--- src/rtl/csc_pkg.sv ---
// Shared types, constants and elaboration-time table functions for the CORDIC sine/cosine unit.
`default_nettype none

package csc_pkg;

    typedef logic [63:0] t_word;

    typedef struct packed {
        logic       valid;
        logic [1:0] quad;
        logic       zero;
    } t_ctl;

    localparam int    IN_BITS  = 31;
    localparam int    IN_FRAC  = 28;
    localparam int    OUT_BITS = 30;
    localparam t_word PI_Q60   = 64'h3243_F6A8_885A_308D;
    localparam t_word K_NUM    = 64'd60725293510314;
    localparam t_word K_DEN    = 64'd100000000000000;

    localparam logic [1:0] QUAD_I   = 2'd0;
    localparam logic [1:0] QUAD_II  = 2'd1;
    localparam logic [1:0] QUAD_III = 2'd2;
    localparam logic [1:0] QUAD_IV  = 2'd3;

    // Round half up, then drop s bits.
    function automatic t_word f_round_shr(input t_word v, input int s);
        if (s <= 0) begin
            return v;
        end
        return (v + (t_word'(1) << (s - 1))) >> s;
    endfunction

    // Restoring long division, elaboration only.
    function automatic t_word f_udiv(input t_word num, input t_word den);
        t_word rem;
        t_word quo;
        rem = '0;
        quo = '0;
        for (int b = 63; b >= 0; b--) begin
            rem = {rem[62:0], num[b]};
            if (rem >= den) begin
                rem    = rem - den;
                quo[b] = 1'b1;
            end
        end
        return quo;
    endfunction

    // arctan(2^-idx) from the truncated odd series, at frac fraction bits.
    function automatic t_word f_atan(input int idx, input int frac);
        t_word sum;
        t_word term;
        int    e;
        sum = '0;
        if (idx == 0) begin
            return f_round_shr(PI_Q60, 62 - frac);
        end
        for (int k = 0; k < 32; k++) begin
            e = idx * (2 * k + 1);
            if (e < 64) begin
                term = f_udiv(t_word'(1) << (64 - e), t_word'(2 * k + 1));
                if (k[0]) begin
                    sum = sum - term;
                end else begin
                    sum = sum + term;
                end
            end
        end
        return f_round_shr((sum + 64'd2) >> 2, 62 - frac);
    endfunction

    // CORDIC gain K rounded to nearest at frac bits.
    function automatic t_word f_k_init(input int frac);
        t_word r;
        t_word q;
        r = K_NUM;
        q = '0;
        for (int b = 0; b < frac; b++) begin
            r = r << 1;
            q = q << 1;
            if (r >= K_DEN) begin
                r    = r - K_DEN;
                q[0] = 1'b1;
            end
        end
        if ((r << 1) >= K_DEN) begin
            q = q + 64'd1;
        end
        return q;
    endfunction

endpackage

`default_nettype wire

--- src/rtl/csc_fold.sv ---
// Input stage: scales the angle and folds it into the first quadrant.
`default_nettype none

module csc_fold #(
    parameter int FRAC_BITS = 28
) (
    input  wire logic                            i_clk,
    input  wire logic                            i_rst_n,
    input  wire logic                            i_valid,
    input  wire logic [csc_pkg::IN_BITS-1:0]     i_angle,
    output csc_pkg::t_ctl                        o_ctl,
    output csc_pkg::t_word                       o_target
);
    import csc_pkg::*;

    localparam int    SHL        = (FRAC_BITS >= IN_FRAC) ? FRAC_BITS - IN_FRAC : 0;
    localparam int    SHR        = (FRAC_BITS >= IN_FRAC) ? 0 : IN_FRAC - FRAC_BITS;
    localparam t_word HALF_PI    = f_round_shr(PI_Q60, 61 - FRAC_BITS);
    localparam t_word FULL_PI    = f_round_shr(PI_Q60, 60 - FRAC_BITS);
    localparam t_word THREE_HALF = f_round_shr(PI_Q60 + (PI_Q60 << 1), 61 - FRAC_BITS);

    t_word      w_scaled;
    t_word      w_offset;
    logic [1:0] w_quad;
    t_ctl       n_ctl;
    t_word      n_target;
    t_ctl       r_ctl;
    t_word      r_target;

    always_comb begin
        w_scaled = (t_word'(i_angle) << SHL) >> SHR;
        if (w_scaled < HALF_PI) begin
            w_quad   = QUAD_I;
            w_offset = '0;
        end else if (w_scaled < FULL_PI) begin
            w_quad   = QUAD_II;
            w_offset = HALF_PI;
        end else if (w_scaled < THREE_HALF) begin
            w_quad   = QUAD_III;
            w_offset = FULL_PI;
        end else begin
            w_quad   = QUAD_IV;
            w_offset = THREE_HALF;
        end
        n_target    = w_scaled - w_offset;
        n_ctl.valid = i_valid;
        n_ctl.quad  = w_quad;
        n_ctl.zero  = (n_target == '0);
    end

    always_ff @(posedge i_clk) begin
        if (!i_rst_n) begin
            r_ctl <= '0;
        end else begin
            r_ctl <= n_ctl;
        end
        r_target <= n_target;
    end

    assign o_ctl    = r_ctl;
    assign o_target = r_target;

endmodule

`default_nettype wire

--- config.mk ---
export PLATFORM = sky130hd
export DESIGN_NAME = csc_fold
export DESIGN_NICKNAME = d
export VERILOG_FILES = /design/src/rtl/csc_pkg.sv /design/src/rtl/csc_fold.sv
export SDC_FILE = /design/constraint.sdc
export NUM_CORES = 1
export LEC_CHECK = 0
export BUFFER_PORTS_ARGS = -buffer_cell sky130_fd_sc_hd__buf_2
export CELL_PAD_IN_SITES_DETAIL_PLACEMENT = 0
export CELL_PAD_IN_SITES_GLOBAL_PLACEMENT = 1
export CORE_MARGIN = 3
export CORE_UTILIZATION = 25
export DETAILED_ROUTE_END_ITERATION = 7
export PLACE_DENSITY_LB_ADDON = 0.05
export SLEW_MARGIN = 20
export SYNTH_ARGS = -nofsm -noshare
export SYNTH_HDL_FRONTEND = slang
export SYNTH_SLANG_ARGS = --single-unit
--- constraint.sdc ---
create_clock -name i_clk -period 17.55 [get_ports i_clk]
set_input_delay 0 -clock i_clk [delete_from_list [all_inputs] [get_ports i_clk]]
set_output_delay 0 -clock i_clk [all_outputs]
set_load 0.02 [all_outputs]
==> results.cfg <==
[timing]
fmax_mhz = 132
setup_viol = 0
relSlewSlack_pct = 39.4
setup_tns_ns = 0
worstMarginPinSlew_ns = 0.909
grt_setup_unrepaired = false
fin_crit_ns = 7.58
setup_slack_ns = 9.97
hold_violations = 0
final.period_utilization_pct = 43.2
drv_slew = 0
hold_slack_ns = 0.0329

[route]
drt_pass1_iterations = 4
drc_errors = 0
drt_iter0_drc = 176
num_vias = 3363
wl_per_cell_um = 17.4
ant_nets = 0
wl_um = 11900
viasPerCell = 4.93

[pwr]
netSwitchingFraction_pct = 35.4
max-vdd-ir-drop_v = 0.0000447
p_sw_mw = 0.200
power.internal_mw = 0.364
p_comb_share_pct = 32.3
clkPwrFrac_pct = 35.1
cellLeakagePower_nw = 2.02
pwr-share-seq_pct = 32.6
total_power_mw = 0.564
p_per_area_nw_per_um2 = 124

[clock_tree]
cts-root-buf = clkbuf_16
post-cts-setup-buffer-count = 0
cts_made_buffers = 9
cts_tree = done
h-tree-depth = 3
cts_buffer_depth = 2
cts_sinks = 65
path_clk_slew_ns = 0.06

[critical_path]
crit_type = input pin to flop
worstPathRequired_ns = 17.81
startpoint_type = input pin
critPathCaptureType = flop
crit_path_start = i_angle[1]
cp_max_fo = 15
cp.arrival_ns = 7.84

[yosys]
syn_inst = 408
synth_most_common_cell = dfxtp_1
yosys_register_bits = 65
yosys.area.top_type_share_pct = 35.7
synth_edf_count = 0
ys_top_cells_by_count = 65 x dfxtp_1, 56 x a21oi_1, 29 x nand2_1, 27 x ha_1, 19 x nor2_1
avgSynthCellArea_sq_um = 8.92
ys_seq_area_share_pct = 35.7
ys_warn_count = 0
synth_area_leaders = dfxtp_1 36%, ha_1 9.3%, a21oi_1 7.7%, nand2_1 3.0%, xor2_1 2.9%
syn_nets = 470
async_reset_ff_share_pct = 0
yosysTopAreaCell = dfxtp_1
synth_cell_types = 67
ys.flop_type = dfxtp_1
synth_area_sq_um = 3640

[floorplan]
core.rowCount = 43
fp.dieH_um = 127
fp.dieW_um = 127
dieArea_sq_um = 16000
coreArea_sq_um = 14000
ios = 102
initial_core_util_pct = 25.9

[global_route]
antenna_found_initial = 0
grt_pass1_vias = 3334
gr-total-overflow = 0
grtUsageTotal_pct = 14.6
grt_pass1_wl_um = 18000
grt_max_degree = 30

[job]
drv_cap = 0

[cells_and_area]
layout.nets = 559
area_delta_synth_final_pct = 24.6
final_layout_size_suffix_gt1_share_pct = 27.1
final_util_pct = 32.3
num_antenna_cells = 0

[place]
port_buffers = 101
place_ws_ns = 9.58
place.gp.congestion = 0.749
dp_hpwl_um = 9340

[worst_hold_path]
hp-class = input pin to flop
worstHoldStart = i_angle[19]

[outcome]
status = finished, final reports clean
## routing by layer
layer  track usage (%)  vias to the layer above  part of all wire (%)
met5                 0                        -                     0
met4              4.92                        0                   1.8
met3              4.00                       19                   5.0
met2              24.3                       94                    48
met1              18.2                     1572                    46
li1                  -                     1678                     -
## area by class of cell
class / count / area, sq um
tap: 180 / 225
inverter: 15 / 56.3
multi-input combinational: 301 / 2080
sequential: 65 / 1300
timing repair buffer: 105 / 543
fill: 1502 / 9510
clock buffer: 9 / 225
clock inverter: 7 / 103
## logic make-up (layout without fill, tap and decap cells)
kind of cell / after synthesis / in the layout / synth area share, %
adders and majority gates: 28 / 28 / 9.83
AOI/OAI and AO/OA: 141 / 141 / 25.5
buffers and inverters: 42 / 136 / 7.08
DFF: 65 / 65 / 35.7
xor gates and xnor gates: 22 / 22 / 5.29
muxes: 2 / 2 / 0.550
and+or+nand+nor: 108 / 108 / 16.0
## cells in the final DEF (no fill, tap or decap), types with 3 or more instances in the layout
cell type,instances
a211o_1,4
a211oi_1,3
a21o_1,8
a21oi_1,56
a31oi_1,7
and2_1,3
and3_1,4
buf_2,101
clkbuf_16,9
dfxtp_1,65
dlygate4sd3_1,3
ha_1,27
inv_1,15
nand2_1,29
nand2b_1,4
nand3_1,12
nor2_1,19
nor2b_1,3
nor3_1,9
nor4_1,4
o2111ai_1,3
o211ai_1,5
o21a_1,7
o21ai_0,18
o31a_1,3
or2_2,3
or4_1,4
xnor2_1,10
xor2_1,12
## flip-flops by register name (all words and copies together) (netlist names)
| name | flops |
|---|---|
| o_ctl | 4 |
| o_target | 61 |
## power by group through the flow
stage | combinational (mW) | clock [mW] | sequential, mW
floorplan | 0.0875 | 0 | 0.225
global placement | 0.185 | 0 | 0.187
detailed placement | 0.183 | 0 | 0.188
CTS | 0.184 | 0.205 | 0.185
global route | 0.197 | 0.210 | 0.187
finish | 0.182 | 0.198 | 0.184
## repair_timing
item / CTS / global route
hold endpoints to repair: 3 / 0
hold buffers: 3 / 0
gates resized for setup: 0 / 0
## metrics by stage
| step | instance area [sq um] | std cells |
|---|---|---|
| final | 4540 | 682 |
| after global routing | 4540 | 682 |
| after CTS | 4540 | 682 |
| after detailed placement | 4180 | 663 |
| after global placement | 4180 | 663 |
| after floorplan | 3640 | 408 |
## path summary, 6_finish.rpt
kind | end | slack, ns | depth (start not counted)
min | o_target[19]$_DFF_P_ | 0.03 | 2
max | o_ctl[0]$_SDFF_PN0_ | 9.97 | 28
## worst max-delay path: stages
cell	delay (ns)
buf_2	0.13
o31a_1	0.30
o21a_1	0.17
o2111ai_1	0.19
a21oi_1	0.11
o21ai_0	0.18
a21oi_1	0.10
o21ai_0	0.66
nand2_1	0.40
ha_1	0.51
nand2_1	0.16
nor4_1	0.28
o21ai_1	0.15
a31oi_1	0.39
a41o_1	0.26
a21oi_1	0.10
o21bai_1	0.15
a21o_1	0.44
inv_1	0.12
fa_1	0.53
inv_1	0.05
or4_1	0.50
or4_1	0.42
a2111o_1	0.43
nor4_2	0.14
o2111ai_1	0.19
or4_4	0.56
nor4b_4	0.20
Power figures use the tool's default switching activity.
