===== config.mk =====
export PLATFORM = sky130hd
export DESIGN_NAME = csc_stage
export DESIGN_NICKNAME = d
export VERILOG_FILES = /design/src/rtl/csc_pkg.sv /design/src/rtl/csc_stage.sv
export SDC_FILE = /design/constraint.sdc
export NUM_CORES = 1
export LEC_CHECK = 0
export BUFFER_PORTS_ARGS = -buffer_cell sky130_fd_sc_hd__clkbuf_2
export CORE_MARGIN = 1
export CORE_UTILIZATION = 45
export CTS_CLUSTER_DIAMETER = 200
export DETAILED_ROUTE_END_ITERATION = 16
export MAX_ROUTING_LAYER = met4
export PLACE_DENSITY = 0.73
export SLEW_MARGIN = 20
export SYNTH_ARGS = -nofsm -noshare
export SYNTH_HDL_FRONTEND = slang
export SYNTH_SLANG_ARGS = --single-unit

===== constraint.sdc =====
create_clock -name i_clk -period 8.9 [get_ports i_clk]
set_input_delay 1.78 -clock i_clk [delete_from_list [all_inputs] [get_ports i_clk]]
set_output_delay 1.78 -clock i_clk [all_outputs]
set_load 0.005 [all_outputs]

===== src/rtl/csc_pkg.sv =====
// Shared types, constants and elaboration-time table functions for the CORDIC sine/cosine unit.
`default_nettype none

package csc_pkg;

    typedef logic [63:0] t_word;

    typedef struct packed {
        logic       valid;
        logic [1:0] quad;
        logic       zero;
    } t_ctl;

    localparam int    IN_BITS  = 31;
    localparam int    IN_FRAC  = 28;
    localparam int    OUT_BITS = 30;
    localparam t_word PI_Q60   = 64'h3243_F6A8_885A_308D;
    localparam t_word K_NUM    = 64'd60725293510314;
    localparam t_word K_DEN    = 64'd100000000000000;

    localparam logic [1:0] QUAD_I   = 2'd0;
    localparam logic [1:0] QUAD_II  = 2'd1;
    localparam logic [1:0] QUAD_III = 2'd2;
    localparam logic [1:0] QUAD_IV  = 2'd3;

    // Round half up, then drop s bits.
    function automatic t_word f_round_shr(input t_word v, input int s);
        if (s <= 0) begin
            return v;
        end
        return (v + (t_word'(1) << (s - 1))) >> s;
    endfunction

    // Restoring long division, elaboration only.
    function automatic t_word f_udiv(input t_word num, input t_word den);
        t_word rem;
        t_word quo;
        rem = '0;
        quo = '0;
        for (int b = 63; b >= 0; b--) begin
            rem = {rem[62:0], num[b]};
            if (rem >= den) begin
                rem    = rem - den;
                quo[b] = 1'b1;
            end
        end
        return quo;
    endfunction

    // arctan(2^-idx) from the truncated odd series, at frac fraction bits.
    function automatic t_word f_atan(input int idx, input int frac);
        t_word sum;
        t_word term;
        int    e;
        sum = '0;
        if (idx == 0) begin
            return f_round_shr(PI_Q60, 62 - frac);
        end
        for (int k = 0; k < 32; k++) begin
            e = idx * (2 * k + 1);
            if (e < 64) begin
                term = f_udiv(t_word'(1) << (64 - e), t_word'(2 * k + 1));
                if (k[0]) begin
                    sum = sum - term;
                end else begin
                    sum = sum + term;
                end
            end
        end
        return f_round_shr((sum + 64'd2) >> 2, 62 - frac);
    endfunction

    // CORDIC gain K rounded to nearest at frac bits.
    function automatic t_word f_k_init(input int frac);
        t_word r;
        t_word q;
        r = K_NUM;
        q = '0;
        for (int b = 0; b < frac; b++) begin
            r = r << 1;
            q = q << 1;
            if (r >= K_DEN) begin
                r    = r - K_DEN;
                q[0] = 1'b1;
            end
        end
        if ((r << 1) >= K_DEN) begin
            q = q + 64'd1;
        end
        return q;
    endfunction

endpackage

`default_nettype wire


===== src/rtl/csc_stage.sv =====
// One registered CORDIC micro-rotation.
`default_nettype none

module csc_stage #(
    parameter int STAGE     = 0,
    parameter int FRAC_BITS = 28
) (
    input  wire logic            i_clk,
    input  wire logic            i_rst_n,
    input  wire csc_pkg::t_ctl   i_ctl,
    input  wire csc_pkg::t_word  i_x,
    input  wire csc_pkg::t_word  i_y,
    input  wire csc_pkg::t_word  i_z,
    input  wire csc_pkg::t_word  i_target,
    output csc_pkg::t_ctl        o_ctl,
    output csc_pkg::t_word       o_x,
    output csc_pkg::t_word       o_y,
    output csc_pkg::t_word       o_z,
    output csc_pkg::t_word       o_target
);
    import csc_pkg::*;

    localparam t_word ATAN = f_atan(STAGE, FRAC_BITS);

    t_word w_xs;
    t_word w_ys;
    t_word n_x;
    t_word n_y;
    t_word n_z;
    t_ctl  r_ctl;
    t_word r_x;
    t_word r_y;
    t_word r_z;
    t_word r_target;

    always_comb begin
        w_xs = t_word'($signed(i_x) >>> STAGE);
        w_ys = t_word'($signed(i_y) >>> STAGE);
        // ties turn negative
        if ($signed(i_target) > $signed(i_z)) begin
            n_x = i_x - w_ys;
            n_y = w_xs + i_y;
            n_z = i_z + ATAN;
        end else begin
            n_x = i_x + w_ys;
            n_y = i_y - w_xs;
            n_z = i_z - ATAN;
        end
    end

    always_ff @(posedge i_clk) begin
        if (!i_rst_n) begin
            r_ctl <= '0;
        end else begin
            r_ctl <= i_ctl;
        end
        r_x      <= n_x;
        r_y      <= n_y;
        r_z      <= n_z;
        r_target <= i_target;
    end

    assign o_ctl    = r_ctl;
    assign o_x      = r_x;
    assign o_y      = r_y;
    assign o_z      = r_z;
    assign o_target = r_target;

endmodule

`default_nettype wire


==> summary.log, run 1 <==
[timing] worst hold-check slack 1.320 ns
[route] post-DR wirelength/cell 20.04 µm
[pwr] peak ir drop on the vdd network 0.1647 mV
[synth] count of yosys warnings during synthesis 0
[worst_setup_path] Most Frequent Cell on Critical Path sky130_fd_sc_hd__a21oi_1
[synth] top flip-flop cell by instance count after synthesis sky130_fd_sc_hd__dfxtp_1
[route] Post-DRT Antenna Nets 0
[synth] number of enable-type register cells in the synthesized netlist 0
[synth] async set-reset flop share out of synthesis 0
[floorplan] Chip Height 222.2 µm
[synth] post-synthesis cell area 21820 µm²
[clock_network] quantity of gates resized following cts 0
[timing] maximum clock rate 0.1386 GHz
[timing] final setup violation count 0
[global_routing] gr usage total 0.3132
[worst_setup_path] cell with the largest stage delay on the worst path sky130_fd_sc_hd__a221oi_1
[layout] layout overhead on the synthesized area 18.55%
[timing] relative slew slack 0.3613
[timing] Slew @ Worst Pin 0.9580 ns
[clock_network] cts-stage hold buffer count 0
[worst_setup_path] CP Class input pin to register
[floorplan] Initial Util 0.4569
[floorplan] total die area 49370 µm²
[floorplan] Core Area 47750 µm²
[clock_network] clock sink total 259
[clock_network] TritonCTS clock tree yes
[route] via density per instance 5.735
[worst_setup_path] Top delay family on crit path compound AO/OA/AOI/OAI gates
[layout] Storage cell area 5185 µm²
[timing] unrepaired setup endpoints after global routing false
[layout] area of the multi-input gates 15100 µm²
[route] number of detailed-route iterations in the first pass 6
[synth] part of the Yosys area used for sequential elements 0.2377
[pwr] Static Leak 12.60 nW
[worst_setup_path] CP Launch Type input pin
[route] number of DRC violations after detailed-routing iteration 0 2076
[clock_network] TritonCTS Buffers 30
[floorplan] total number of placement rows 80
[layout] most common cell after layout, fill and taps aside sky130_fd_sc_hd__clkbuf_2
[placement] count of input and output buffers 521
[clock_network] maximum root-to-sink buffer count 3
[worst_setup_path] required time at the worst-slack endpoint 9.40 ns
[worst_setup_path] Critical Path Sink Type register
[synth] number of unique standard cell types used by synthesis 94
[timing] Final period util 0.8104
[route] # DRC 0
[global_routing] pin count of the biggest net entering global routing 99
[global_routing] wire length of the first global-routing pass 119800 µm
[global_routing] initial antenna violation count 13
[worst_setup_path] CP arrival 7.72 ns
[pwr] power density cells 200.8 nW/µm²
[floorplan] ports placed on the boundary 522
[global_routing] global route overflow 0
[run] max cap viols 0
[global_routing] number of global-route vias before repair 21320
[worst_setup_path] delay of the slowest cell on the worst path 0.67 ns
[layout] number of filler cells placed in the layout 4596
[worst_setup_path] worst setup path start i_z[8]
[placement] placer's final routability congestion estimate 1.023
[route] DRT Wirelength 78570 µm
[synth] average footprint of a synthesized cell 7.707 µm²
[worst_hold_path] Min-Delay Startpoint i_target[36]
[layout] top library cells by usage in the layout, fill and taps aside sky130_fd_sc_hd__clkbuf_2, sky130_fd_sc_hd__a21oi_1, sky130_fd_sc_hd__ha_1, sky130_fd_sc_hd__inv_1, sky130_fd_sc_hd__dfxtp_1
[synth] number of nets in the synthesized netlist 3401
[clock_network] Clock transition at path regs 0.06 ns
[timing] hold violation total from the final report 0
[timing] setup TNS after final layout 0 ns
[clock_network] Post CTS Setup Buffer Count 0
[placement] estimated wirelength of the detail-placed design 63840 µm
[clock_network] H-tree levels 1
[floorplan] width of the die 222.2 µm
[layout] fraction of final layout cells sized beyond drive strength 1 0.1898
[layout] number of nets at the end of the flow 3839
[timing] Final Max Slew Viols 0
[clock_network] root buffer selected by CTS sky130_fd_sc_hd__clkbuf_16
[worst_setup_path] Critical path buffers and inverters 3
[route] vias 22490
[worst_hold_path] hold crit path type input pin to register
[timing] crit path time final 7.213 ns
[synth] post-synthesis sequential element count 259
[worst_setup_path] worst-path fanout max 64
[synth] Syn Inst Count 2831
[outcome] outcome finished clean
path summary, 6_finish.rpt:
path | depth (start not counted) | endpoint
setup / recovery | 26 | o_z[60]
hold / removal | 1 | o_target[36]
layer usage:
metal	GRT usage	up-vias	wire length [µm]
met1	0.3807	10380	32280
met4	0.1131	0	2849
met5	-	-	0
met2	0.5156	1102	36940
met3	0.05779	161	6500
li1	-	10850	-
cells in the mapped netlist, types with 7 or more instances:
master                     number  area [µm²]
sky130_fd_sc_hd__clkinv_1      11       41.29
sky130_fd_sc_hd__a31o_2         7       61.31
sky130_fd_sc_hd__nand2b_1      28       175.2
sky130_fd_sc_hd__dfxtp_1      259        5185
sky130_fd_sc_hd__inv_1        268        1006
sky130_fd_sc_hd__o22ai_1        8       50.05
sky130_fd_sc_hd__a211oi_1      27       202.7
sky130_fd_sc_hd__nand2_1      149       559.3
sky130_fd_sc_hd__nor2_1       224       840.8
sky130_fd_sc_hd__o21a_1        15       112.6
sky130_fd_sc_hd__nand3_1       48       240.2
sky130_fd_sc_hd__mux2i_1       34       340.3
sky130_fd_sc_hd__o21ai_0      194       970.9
sky130_fd_sc_hd__buf_1         20       75.07
sky130_fd_sc_hd__o21bai_1      69       518.0
sky130_fd_sc_hd__o31ai_1       22       165.2
sky130_fd_sc_hd__a21oi_1      382        1912
sky130_fd_sc_hd__a21o_1        80       600.6
sky130_fd_sc_hd__o211ai_1      10       75.07
sky130_fd_sc_hd__or3_1         12       75.07
sky130_fd_sc_hd__ha_1         305        3816
sky130_fd_sc_hd__or4_1          7       52.55
sky130_fd_sc_hd__o21ai_1       13       65.06
sky130_fd_sc_hd__a21boi_0       9       67.56
sky130_fd_sc_hd__and3_1         7       43.79
sky130_fd_sc_hd__xnor2_1      170        1489
sky130_fd_sc_hd__nand4_1       61       381.6
sky130_fd_sc_hd__nor4_1        20       125.1
sky130_fd_sc_hd__clkbuf_1      90       337.8
sky130_fd_sc_hd__o31a_1         7       61.31
sky130_fd_sc_hd__or2_2          8       50.05
sky130_fd_sc_hd__buf_2         12       60.06
sky130_fd_sc_hd__xor2_1        25       219.0
sky130_fd_sc_hd__a31oi_1       21       131.4
sky130_fd_sc_hd__nor2b_1       31       193.9
sky130_fd_sc_hd__a221oi_1      10       87.58
sky130_fd_sc_hd__and2_1        11       68.82
sky130_fd_sc_hd__nor3_1        49       245.2
per-stage QoR:
| step | util | setup slack (ns) | instances | cell area, µm² | total power, W |
|---|---|---|---|---|---|
| 2_1_floorplan | - | 0.1593 | 2831 | 21820 | 0.002935 |
| 3_3_place_gp | 0.5190 | 1.266 | 3852 | 24780 | 0.003860 |
| 3_5_place_dp | 0.5190 | 1.195 | 3852 | 24780 | 0.003846 |
| 4_1_cts | 0.5410 | 1.804 | 3908 | 25830 | 0.005191 |
| 5_1_grt | 0.5417 | 1.389 | 3921 | 25860 | 0.005473 |
| 6_report | 0.5417 | 1.687 | 3921 | 25860 | 0.005193 |
area by class of cell:
cell class | count | area share
Timing Repair Buffer | 529 | 0.1033
Clock inverter | 18 | 0.008804
Sequential cell | 259 | 0.2005
Inverter | 281 | 0.04097
Antenna cell | 13 | 0.001258
Clock buffer | 38 | 0.03178
Tap cell | 615 | 0.02975
Multi-Input combinational cell | 2168 | 0.5837
registers in the layout, indices dropped and copies added, names as in the netlist:
register and cells:
o_ctl 4, o_target 64, o_x 64, o_y 63
o_z 64
report_power, final:
part / switching (W) / internal (W)
combinational: 0.00132 / 0.000897
sequential: 0.000162 / 0.00150
clock: 0.000537 / 0.000777
total: 0.00202 / 0.00317
cell families (layout without fill, tap and decap cells):
group                      after synthesis  after routing  share of synthesized area
xor gates and xnor gates               195            195                    0.07828
adders and majority gates              311            311                     0.1791
buffers and inverters                  404            866                    0.07037
other                                    0             13                          0
DFF                                    259            259                     0.2377
muxes                                   36             36                    0.01680
AOI/OAI and AO/OA                      954            954                     0.2705
and+or+nand+nor                        672            672                     0.1473
(Power assumes the default switching activity.)
==> run 2: changes to the inputs <==
==> constraint.sdc (replaced) <==
create_clock -name i_clk -period 6.15 [get_ports i_clk]
set_input_delay 1.23 -clock i_clk [delete_from_list [all_inputs] [get_ports i_clk]]
set_output_delay 1.23 -clock i_clk [all_outputs]
set_load 0.005 [all_outputs]
==> run 2 against run 1 <==
Compared with the run above: sequential power rose by 42%; combinational power rose by 58%; largest power group unchanged; first-iteration DRC count fell by 2.3%.
==> summary.log, run 2 (synthesis gave the netlist of run 1 again) <==
[worst_setup_path] worst-path fanout max 13 [was 64]
[global_routing] gr usage total 0.3232 [was 0.3132]
[layout] top library cells by usage in the layout, fill and taps aside sky130_fd_sc_hd__clkbuf_2, sky130_fd_sc_hd__a21oi_1, sky130_fd_sc_hd__ha_1, sky130_fd_sc_hd__inv_1, sky130_fd_sc_hd__dfxtp_1 [unchanged]
[placement] total cell area at the placement stage 26200 µm² [was 24780 µm²]
[route] post-DR wirelength/cell 19.62 µm [was 20.04 µm]
[global_routing] pin count of the biggest net entering global routing 82 [was 99]
[worst_hold_path] hold crit path type input pin to register [unchanged]
[layout] most common cell after layout, fill and taps aside sky130_fd_sc_hd__clkbuf_2 [unchanged]
[worst_hold_path] Min-Delay Startpoint i_target[37] [was i_target[36]]
[layout] post-route insts no fill 4094 [was 3921]
[clock_network] H-tree levels 1 [unchanged]
[worst_hold_path] Worst Hold End o_target[37] [was o_target[36]]
[run] max cap viols 0 [unchanged]
[timing] unrepaired setup endpoints after global routing false [unchanged]
[layout] fraction of final layout cells sized beyond drive strength 1 0.2335 [was 0.1898]
[clock_network] clock sink total 259 [unchanged]
[timing] relative slew slack 0.1951 [was 0.3613]
[placement] DP Cell Count 4027 [was 3852]
[clock_network] quantity of gates resized following cts 0 [unchanged]
[placement] placer's final routability congestion estimate 1.058 [was 1.023]
[floorplan] ports placed on the boundary 522 [unchanged]
[route] Post-DRT Antenna Nets 0 [unchanged]
[worst_setup_path] CP arrival 6.22 ns [was 7.72 ns]
[clock_network] Clock transition at path regs 0.06 ns [about the same]
[layout] number of nets at the end of the flow 4014 [was 3839]
[route] via density per instance 5.656 [was 5.735]
[route] vias 23160 [was 22490]
[timing] setup TNS after final layout 0 ns [unchanged]
[layout] Storage cell area 5185 µm² [unchanged]
[clock_network] root buffer selected by CTS sky130_fd_sc_hd__clkbuf_16 [unchanged]
[timing] Slew @ Worst Pin 1.189 ns [was 0.9580 ns]
[route] number of detailed-route iterations in the first pass 6 [unchanged]
[global_routing] global route overflow 0 [unchanged]
[floorplan] width of the die 222.2 µm [unchanged]
[worst_setup_path] CP Class input pin to register [unchanged]
[clock_network] Post CTS Setup Buffer Count 0 [unchanged]
[route] DRT Wirelength 80330 µm [was 78570 µm]
[clock_network] cts-stage hold buffer count 0 [unchanged]
[timing] Final period util 0.9357
[clock_network] TritonCTS clock tree yes [unchanged]
[clock_network] TritonCTS Buffers 30 [unchanged]
[floorplan] total number of placement rows 80 [unchanged]
[layout] area of the multi-input gates 15180 µm² [was 15100 µm²]
[global_routing] number of global-route vias before repair 22230 [was 21320]
[layout] number of filler cells placed in the layout 4480 [was 4596]
[layout] Final Cell Area 27290 µm² [was 25860 µm²]
[outcome] outcome finished clean [unchanged]
[timing] final setup violation count 0 [unchanged]
[floorplan] Core Area 47750 µm² [unchanged]
[timing] worst hold-check slack 0.7697 ns [was 1.320 ns]
[placement] count of input and output buffers 521 [unchanged]
[layout] layout overhead on the synthesized area 25.07% [was 18.55%]
[worst_setup_path] required time at the worst-slack endpoint 6.61 ns [was 9.40 ns]
[floorplan] total die area 49370 µm² [unchanged]
[pwr] power density cells 285.8 nW/µm² [was 200.8 nW/µm²]
[route] # DRC 0 [unchanged]
[pwr] Static Leak 13.46 nW [was 12.60 nW]
[worst_setup_path] CP Launch Type input pin [unchanged]
[global_routing] initial antenna violation count 14 [was 13]
[global_routing] wire length of the first global-routing pass 123500 µm [was 119800 µm]
[worst_setup_path] Critical Path Sink Type register [unchanged]
[worst_hold_path] hold-critical path depth 1 [unchanged]
[clock_network] maximum root-to-sink buffer count 3 [unchanged]
[timing] maximum clock rate 0.1738 GHz
[timing] Final Max Slew Viols 0 [unchanged]
[floorplan] Initial Util 0.4569 [unchanged]
[timing] hold violation total from the final report 0 [unchanged]
[route] number of DRC violations after detailed-routing iteration 0 2029 [was 2076]
[floorplan] Chip Height 222.2 µm [unchanged]
[timing] crit path time final 5.755 ns
[placement] estimated wirelength of the detail-placed design 65800 µm [was 63840 µm]
[pwr] peak ir drop on the vdd network 0.2693 mV [was 0.1647 mV]
[run 2: cell types whose count changed in the layout (fill, tap and decap cells not counted), sizes merged]
cell,delta
buf,+175
bufinv,+1
clkbuf,+1
clkinv,+2
clkinvlp,-1
diode,+1
inv,-6
[run 2: how the worst max path moves through the flow]
stage,start,depth (start not counted),slack (ns),endpoint
2_1_floorplan,i_z[63],30,0.001,o_z[60]
3_3_place_gp,i_z[49],27,-0.07,o_z[60]
3_5_place_dp,i_z[49],24,-0.10,o_z[58]
4_1_cts,i_z[49],24,0.48,o_z[58]
5_1_grt,i_z[49],27,0.14,o_z[60]
6_report,i_z[49],24,0.40,o_z[58]
[run 2: layout make-up]
class | instances | area share
multi-input combinational | 2168 | 0.5562
tap | 615 | 0.02820
sequential | 259 | 0.1900
clock buffer | 39 | 0.03063
inverter | 281 | 0.03888
timing repair buffer | 704 | 0.1468
antenna | 14 | 0.001284
clock inverter | 14 | 0.007978
[run 2: power by group]
group          switching (W)  internal, W
registers           0.000193      0.00217
clock network       0.000756      0.00116
logic                0.00200      0.00151
total                0.00295      0.00485
[run 2: metrics by stage]
step,util,setup WS (ns),power [W]
after floorplan,-,0.001086,0.004278
after global placement,0.5487,-0.06982,0.005828
after detailed placement,0.5487,-0.1021,0.005818
after CTS,0.5708,0.4764,0.007787
after global routing,0.5715,0.1351,0.008218
final,0.5715,0.3952,0.007799
[run 2: worst max-delay path, cell delays in order]
cell and delay, ns:
sky130_fd_sc_hd__clkbuf_2 0.09, sky130_fd_sc_hd__inv_1 0.04, sky130_fd_sc_hd__ha_1 0.31, sky130_fd_sc_hd__a21oi_1 0.40, sky130_fd_sc_hd__buf_4 0.19, sky130_fd_sc_hd__o21ai_1 0.09, sky130_fd_sc_hd__a22oi_1 0.13, sky130_fd_sc_hd__or4b_4 0.52
sky130_fd_sc_hd__a21o_1 0.22, sky130_fd_sc_hd__o22ai_4 0.21, sky130_fd_sc_hd__inv_6 0.12, sky130_fd_sc_hd__ha_1 0.32, sky130_fd_sc_hd__nor3b_2 0.20, sky130_fd_sc_hd__a21oi_1 0.10, sky130_fd_sc_hd__a31o_2 0.22, sky130_fd_sc_hd__nor3_2 0.19
sky130_fd_sc_hd__o21ai_2 0.10, sky130_fd_sc_hd__o21ba_2 0.26, sky130_fd_sc_hd__o21ai_2 0.20, sky130_fd_sc_hd__a31o_2 0.25, sky130_fd_sc_hd__a41oi_2 0.18, sky130_fd_sc_hd__o21ba_2 0.28, sky130_fd_sc_hd__a211o_1 0.25, sky130_fd_sc_hd__o211a_1 0.10
[run 2: layer usage]
metal  routed length [µm]  track usage  up-vias  part of all wire
li1                     -            -    11190                 -
met1                32930       0.3898    10700              0.41
met2                37090       0.5287     1094              0.46
met3                 6877      0.06295      166             0.086
met4                 3438       0.1270        0             0.043
met5                    0            -        -                 0
==> run 3: changes to the inputs <==
--- a/config.mk
+++ b/config.mk
@@ -12,6 +12,7 @@
 export DETAILED_ROUTE_END_ITERATION = 16
 export MAX_ROUTING_LAYER = met4
 export PLACE_DENSITY = 0.73
+export REMOVE_ABC_BUFFERS = 1
 export SLEW_MARGIN = 20
 export SYNTH_ARGS = -nofsm -noshare
 export SYNTH_HDL_FRONTEND = slang
==> run 3 against run 2 <==
Compared with the run above: via count rose by 0.49%; power shrank 0.50%; worst setup slack worse by 0.13 ns; sequential power is essentially flat; fmax down 2.3%; first-iteration DRC count grew 2.9%; largest cell class unchanged; sequential share of layout area is 0.12 points lower; worst hold slack worse by 0.019 ns; sequential cell count did not move; die area unchanged; global-route usage decreased by 1.1 points.
==> summary.log, run 3 (synthesis gave the netlist of run 1 again) <==
[outcome] outcome finished clean [unchanged]
[layout] fraction of final layout cells sized beyond drive strength 1 0.2401 [was 0.2335]
[layout] number of nets at the end of the flow 4054 [was 4014]
[worst_setup_path] delay of the slowest cell on the worst path 0.48 ns [was 0.52 ns]
[timing] relative slew slack 0.4573 [was 0.1951]
[pwr] Static Leak 13.65 nW [was 13.46 nW]
[worst_setup_path] CP Launch Type input pin [unchanged]
[layout] layout overhead on the synthesized area 25.86% [was 25.07%]
[timing] unrepaired setup endpoints after global routing false [unchanged]
[floorplan] Core Area 47750 µm² [unchanged]
[placement] count of input and output buffers 521 [unchanged]
[layout] number of filler cells placed in the layout 4460 [was 4480]
[worst_setup_path] CP arrival 6.41 ns [was 6.22 ns]
[run] max cap viols 0 [unchanged]
[timing] Final Max Slew Viols 0 [unchanged]
[clock_network] H-tree levels 1 [unchanged]
[floorplan] width of the die 222.2 µm [unchanged]
[route] # DRC 0 [unchanged]
[global_routing] wire length of the first global-routing pass 120500 µm [was 123500 µm]
[global_routing] initial antenna violation count 7 [was 14]
[layout] most common cell after layout, fill and taps aside sky130_fd_sc_hd__clkbuf_2 [unchanged]
[clock_network] cts-stage hold buffer count 0 [unchanged]
[placement] worst setup timing slack at the placement stage -0.2075 ns [was -0.1021 ns]
[worst_setup_path] Critical Path Sink Type register [unchanged]
[global_routing] global route overflow 0 [unchanged]
[placement] placer's final routability congestion estimate 0.9978 [was 1.058]
[timing] maximum clock rate 0.1698 GHz [was 0.1738 GHz]
[clock_network] TritonCTS clock tree yes [unchanged]
[timing] Final period util 0.9576 [was 0.9357]
[worst_setup_path] cell with the largest stage delay on the worst path sky130_fd_sc_hd__nor4_2 [was sky130_fd_sc_hd__or4b_4]
[worst_setup_path] CP Class input pin to register [unchanged]
[pwr] peak ir drop on the vdd network 0.2469 mV [was 0.2693 mV]
[pwr] net switching power of the design 0.002945 W [was 0.002951 W]
[floorplan] Initial Util 0.4569 [unchanged]
[timing] crit path time final 5.890 ns [was 5.755 ns]
[timing] hold violation total from the final report 0 [unchanged]
[worst_setup_path] cells traversed along the worst timing path clkbuf_2 -> clkinv_1 -> ha_1 -> nand4_2 -> nor4_2 -> buf_4 -> and2_1 -> a21bo_1 -> a31o_1 -> o22ai_4 -> inv_6 -> ha_1 -> nor3b_1 -> a21oi_1 -> a31o_2 -> nor3_1 -> o21ai_2 -> nand2b_1 -> maj3_2 -> o32ai_2 -> a221o_2 -> o21ai_1 -> mux2_1 -> nor3_1 [was clkbuf_2 -> inv_1 -> ha_1 -> a21oi_1 -> buf_4 -> o21ai_1 -> a22oi_1 -> or4b_4 -> a21o_1 -> o22ai_4 -> inv_6 -> ha_1 -> nor3b_2 -> a21oi_1 -> a31o_2 -> nor3_2 -> o21ai_2 -> o21ba_2 -> o21ai_2 -> a31o_2 -> a41oi_2 -> o21ba_2 -> a211o_1 -> o211a_1]
[pwr] share of total power in sequential cells 0.303 [about the same]
[timing] fin worst setup slack 0.2605 ns [was 0.3952 ns]
[pwr] share of total power in combinational logic 0.454 [was 0.451]
[route] via density per instance 5.636 [was 5.656]
[global_routing] gr usage total 0.3123 [was 0.3232]
[route] DRT Wirelength 78120 µm [was 80330 µm]
[route] post-DR wirelength/cell 18.92 µm [was 19.62 µm]
[placement] estimated wirelength of the detail-placed design 63290 µm [was 65800 µm]
[timing] Slew @ Worst Pin 0.8140 ns [was 1.189 ns]
[route] number of detailed-route iterations in the first pass 8 [was 6]
[route] Post-DRT Antenna Nets 0 [unchanged]
[pwr] internal power 0.004815 W [was 0.004848 W]
[global_routing] pin count of the biggest net entering global routing 71 [was 82]
[floorplan] total die area 49370 µm² [unchanged]
[floorplan] ports placed on the boundary 522 [unchanged]
[timing] setup TNS after final layout 0 ns [unchanged]
[pwr] power density cells 282.6 nW/µm² [was 285.8 nW/µm²]
[worst_setup_path] worst-path fanout max 7 [was 13]
[clock_network] Post CTS Setup Buffer Count 0 [unchanged]
[route] vias 23270 [was 23160]
[clock_network] quantity of gates resized following cts 0 [unchanged]
[floorplan] total number of placement rows 80 [unchanged]
[floorplan] Chip Height 222.2 µm [unchanged]
[layout] top library cells by usage in the layout, fill and taps aside sky130_fd_sc_hd__clkbuf_2, sky130_fd_sc_hd__a21oi_1, sky130_fd_sc_hd__ha_1, sky130_fd_sc_hd__inv_1, sky130_fd_sc_hd__dfxtp_1 [unchanged]
[clock_network] clock sink total 259 [unchanged]
[clock_network] Clock transition at path regs 0.07 ns [was 0.06 ns]
[route] number of DRC violations after detailed-routing iteration 0 2088 [was 2029]
[clock_network] TritonCTS Buffers 30 [unchanged]
[pwr] power share of the clock group 0.243 [was 0.246]
[pwr] fraction of power spent switching nets 0.3795 [was 0.3783]
[clock_network] root buffer selected by CTS sky130_fd_sc_hd__clkbuf_16 [unchanged]
[clock_network] maximum root-to-sink buffer count 3 [unchanged]
[worst_setup_path] required time at the worst-slack endpoint 6.67 ns [was 6.61 ns]
[timing] final setup violation count 0 [unchanged]
[worst_hold_path] hold crit path type input pin to register [unchanged]
[global_routing] number of global-route vias before repair 22180 [was 22230]
## run 3: cell count changes in the layout (fill, tap and decap cells not counted), sizes merged
cell      before  now
clkinvlp       2    3
clkinv        17   20
buf          183  223
diode         14    7
clkbuf       560  556
bufinv         5    4
inv          271  274
## run 3: path summary, 6_finish.rpt
path / start / endpoint / cells past startpoint
max: i_z[26] / o_z[20] / 24
min: i_target[56] / o_target[56] / 1
## run 3: final cells by class
type | instances | area, µm² | share of cell area
Multi-Input combinational cell | 2168 | 15100 | 0.5498
Sequential cell | 259 | 5185 | 0.1888
Timing Repair Buffer | 744 | 4294 | 0.1564
Inverter | 281 | 1060 | 0.03859
Clock buffer | 35 | 799.5 | 0.02912
Tap cell | 615 | 769.5 | 0.02802
Clock inverter | 20 | 237.7 | 0.008657
Antenna cell | 7 | 17.52 | 0.0006379
## run 3: through the flow
step | area (µm²) | power (W) | utilization | instances | hold WS [ns]
2_1_floorplan | 21340 | 0.004223 | - | 2708 | 1.258
3_3_place_gp | 26410 | 0.005828 | 0.5530 | 4067 | 1.352
5_1_grt | 27460 | 0.008174 | 0.5751 | 4129 | 0.7378
3_5_place_dp | 26410 | 0.005824 | 0.5530 | 4067 | 1.355
4_1_cts | 27440 | 0.007747 | 0.5748 | 4122 | 0.7251
6_report | 27460 | 0.007760 | 0.5751 | 4129 | 0.7506
## run 3: power by group through the flow
| stage | logic (W) | registers (W) | clock network, W |
|---|---|---|---|
| after floorplan | 0.00183 | 0.00239 | 0 |
| after global placement | 0.00346 | 0.00237 | 0 |
| after detailed placement | 0.00345 | 0.00237 | 0 |
| after CTS | 0.00348 | 0.00235 | 0.00191 |
| after global routing | 0.00381 | 0.00238 | 0.00198 |
| final | 0.00353 | 0.00235 | 0.00189 |
## run 3: worst max-delay path: cells and delay by family
family | cells | cell delay [ns]
buf+inv | 4 | 0.49
simple gates | 7 | 1.64
mux | 1 | 0.35
compound gates | 9 | 1.82
fa+ha+maj | 3 | 0.86
## run 3: routing by layer
| metal | global-route usage | part of all wire | vias up |
|---|---|---|---|
| met5 | - | 0 | - |
| met4 | 0.1196 | 0.039 | 0 |
| met3 | 0.04549 | 0.077 | 173 |
| met2 | 0.5135 | 0.47 | 1048 |
| met1 | 0.3852 | 0.42 | 10770 |
| li1 | - | - | 11280 |
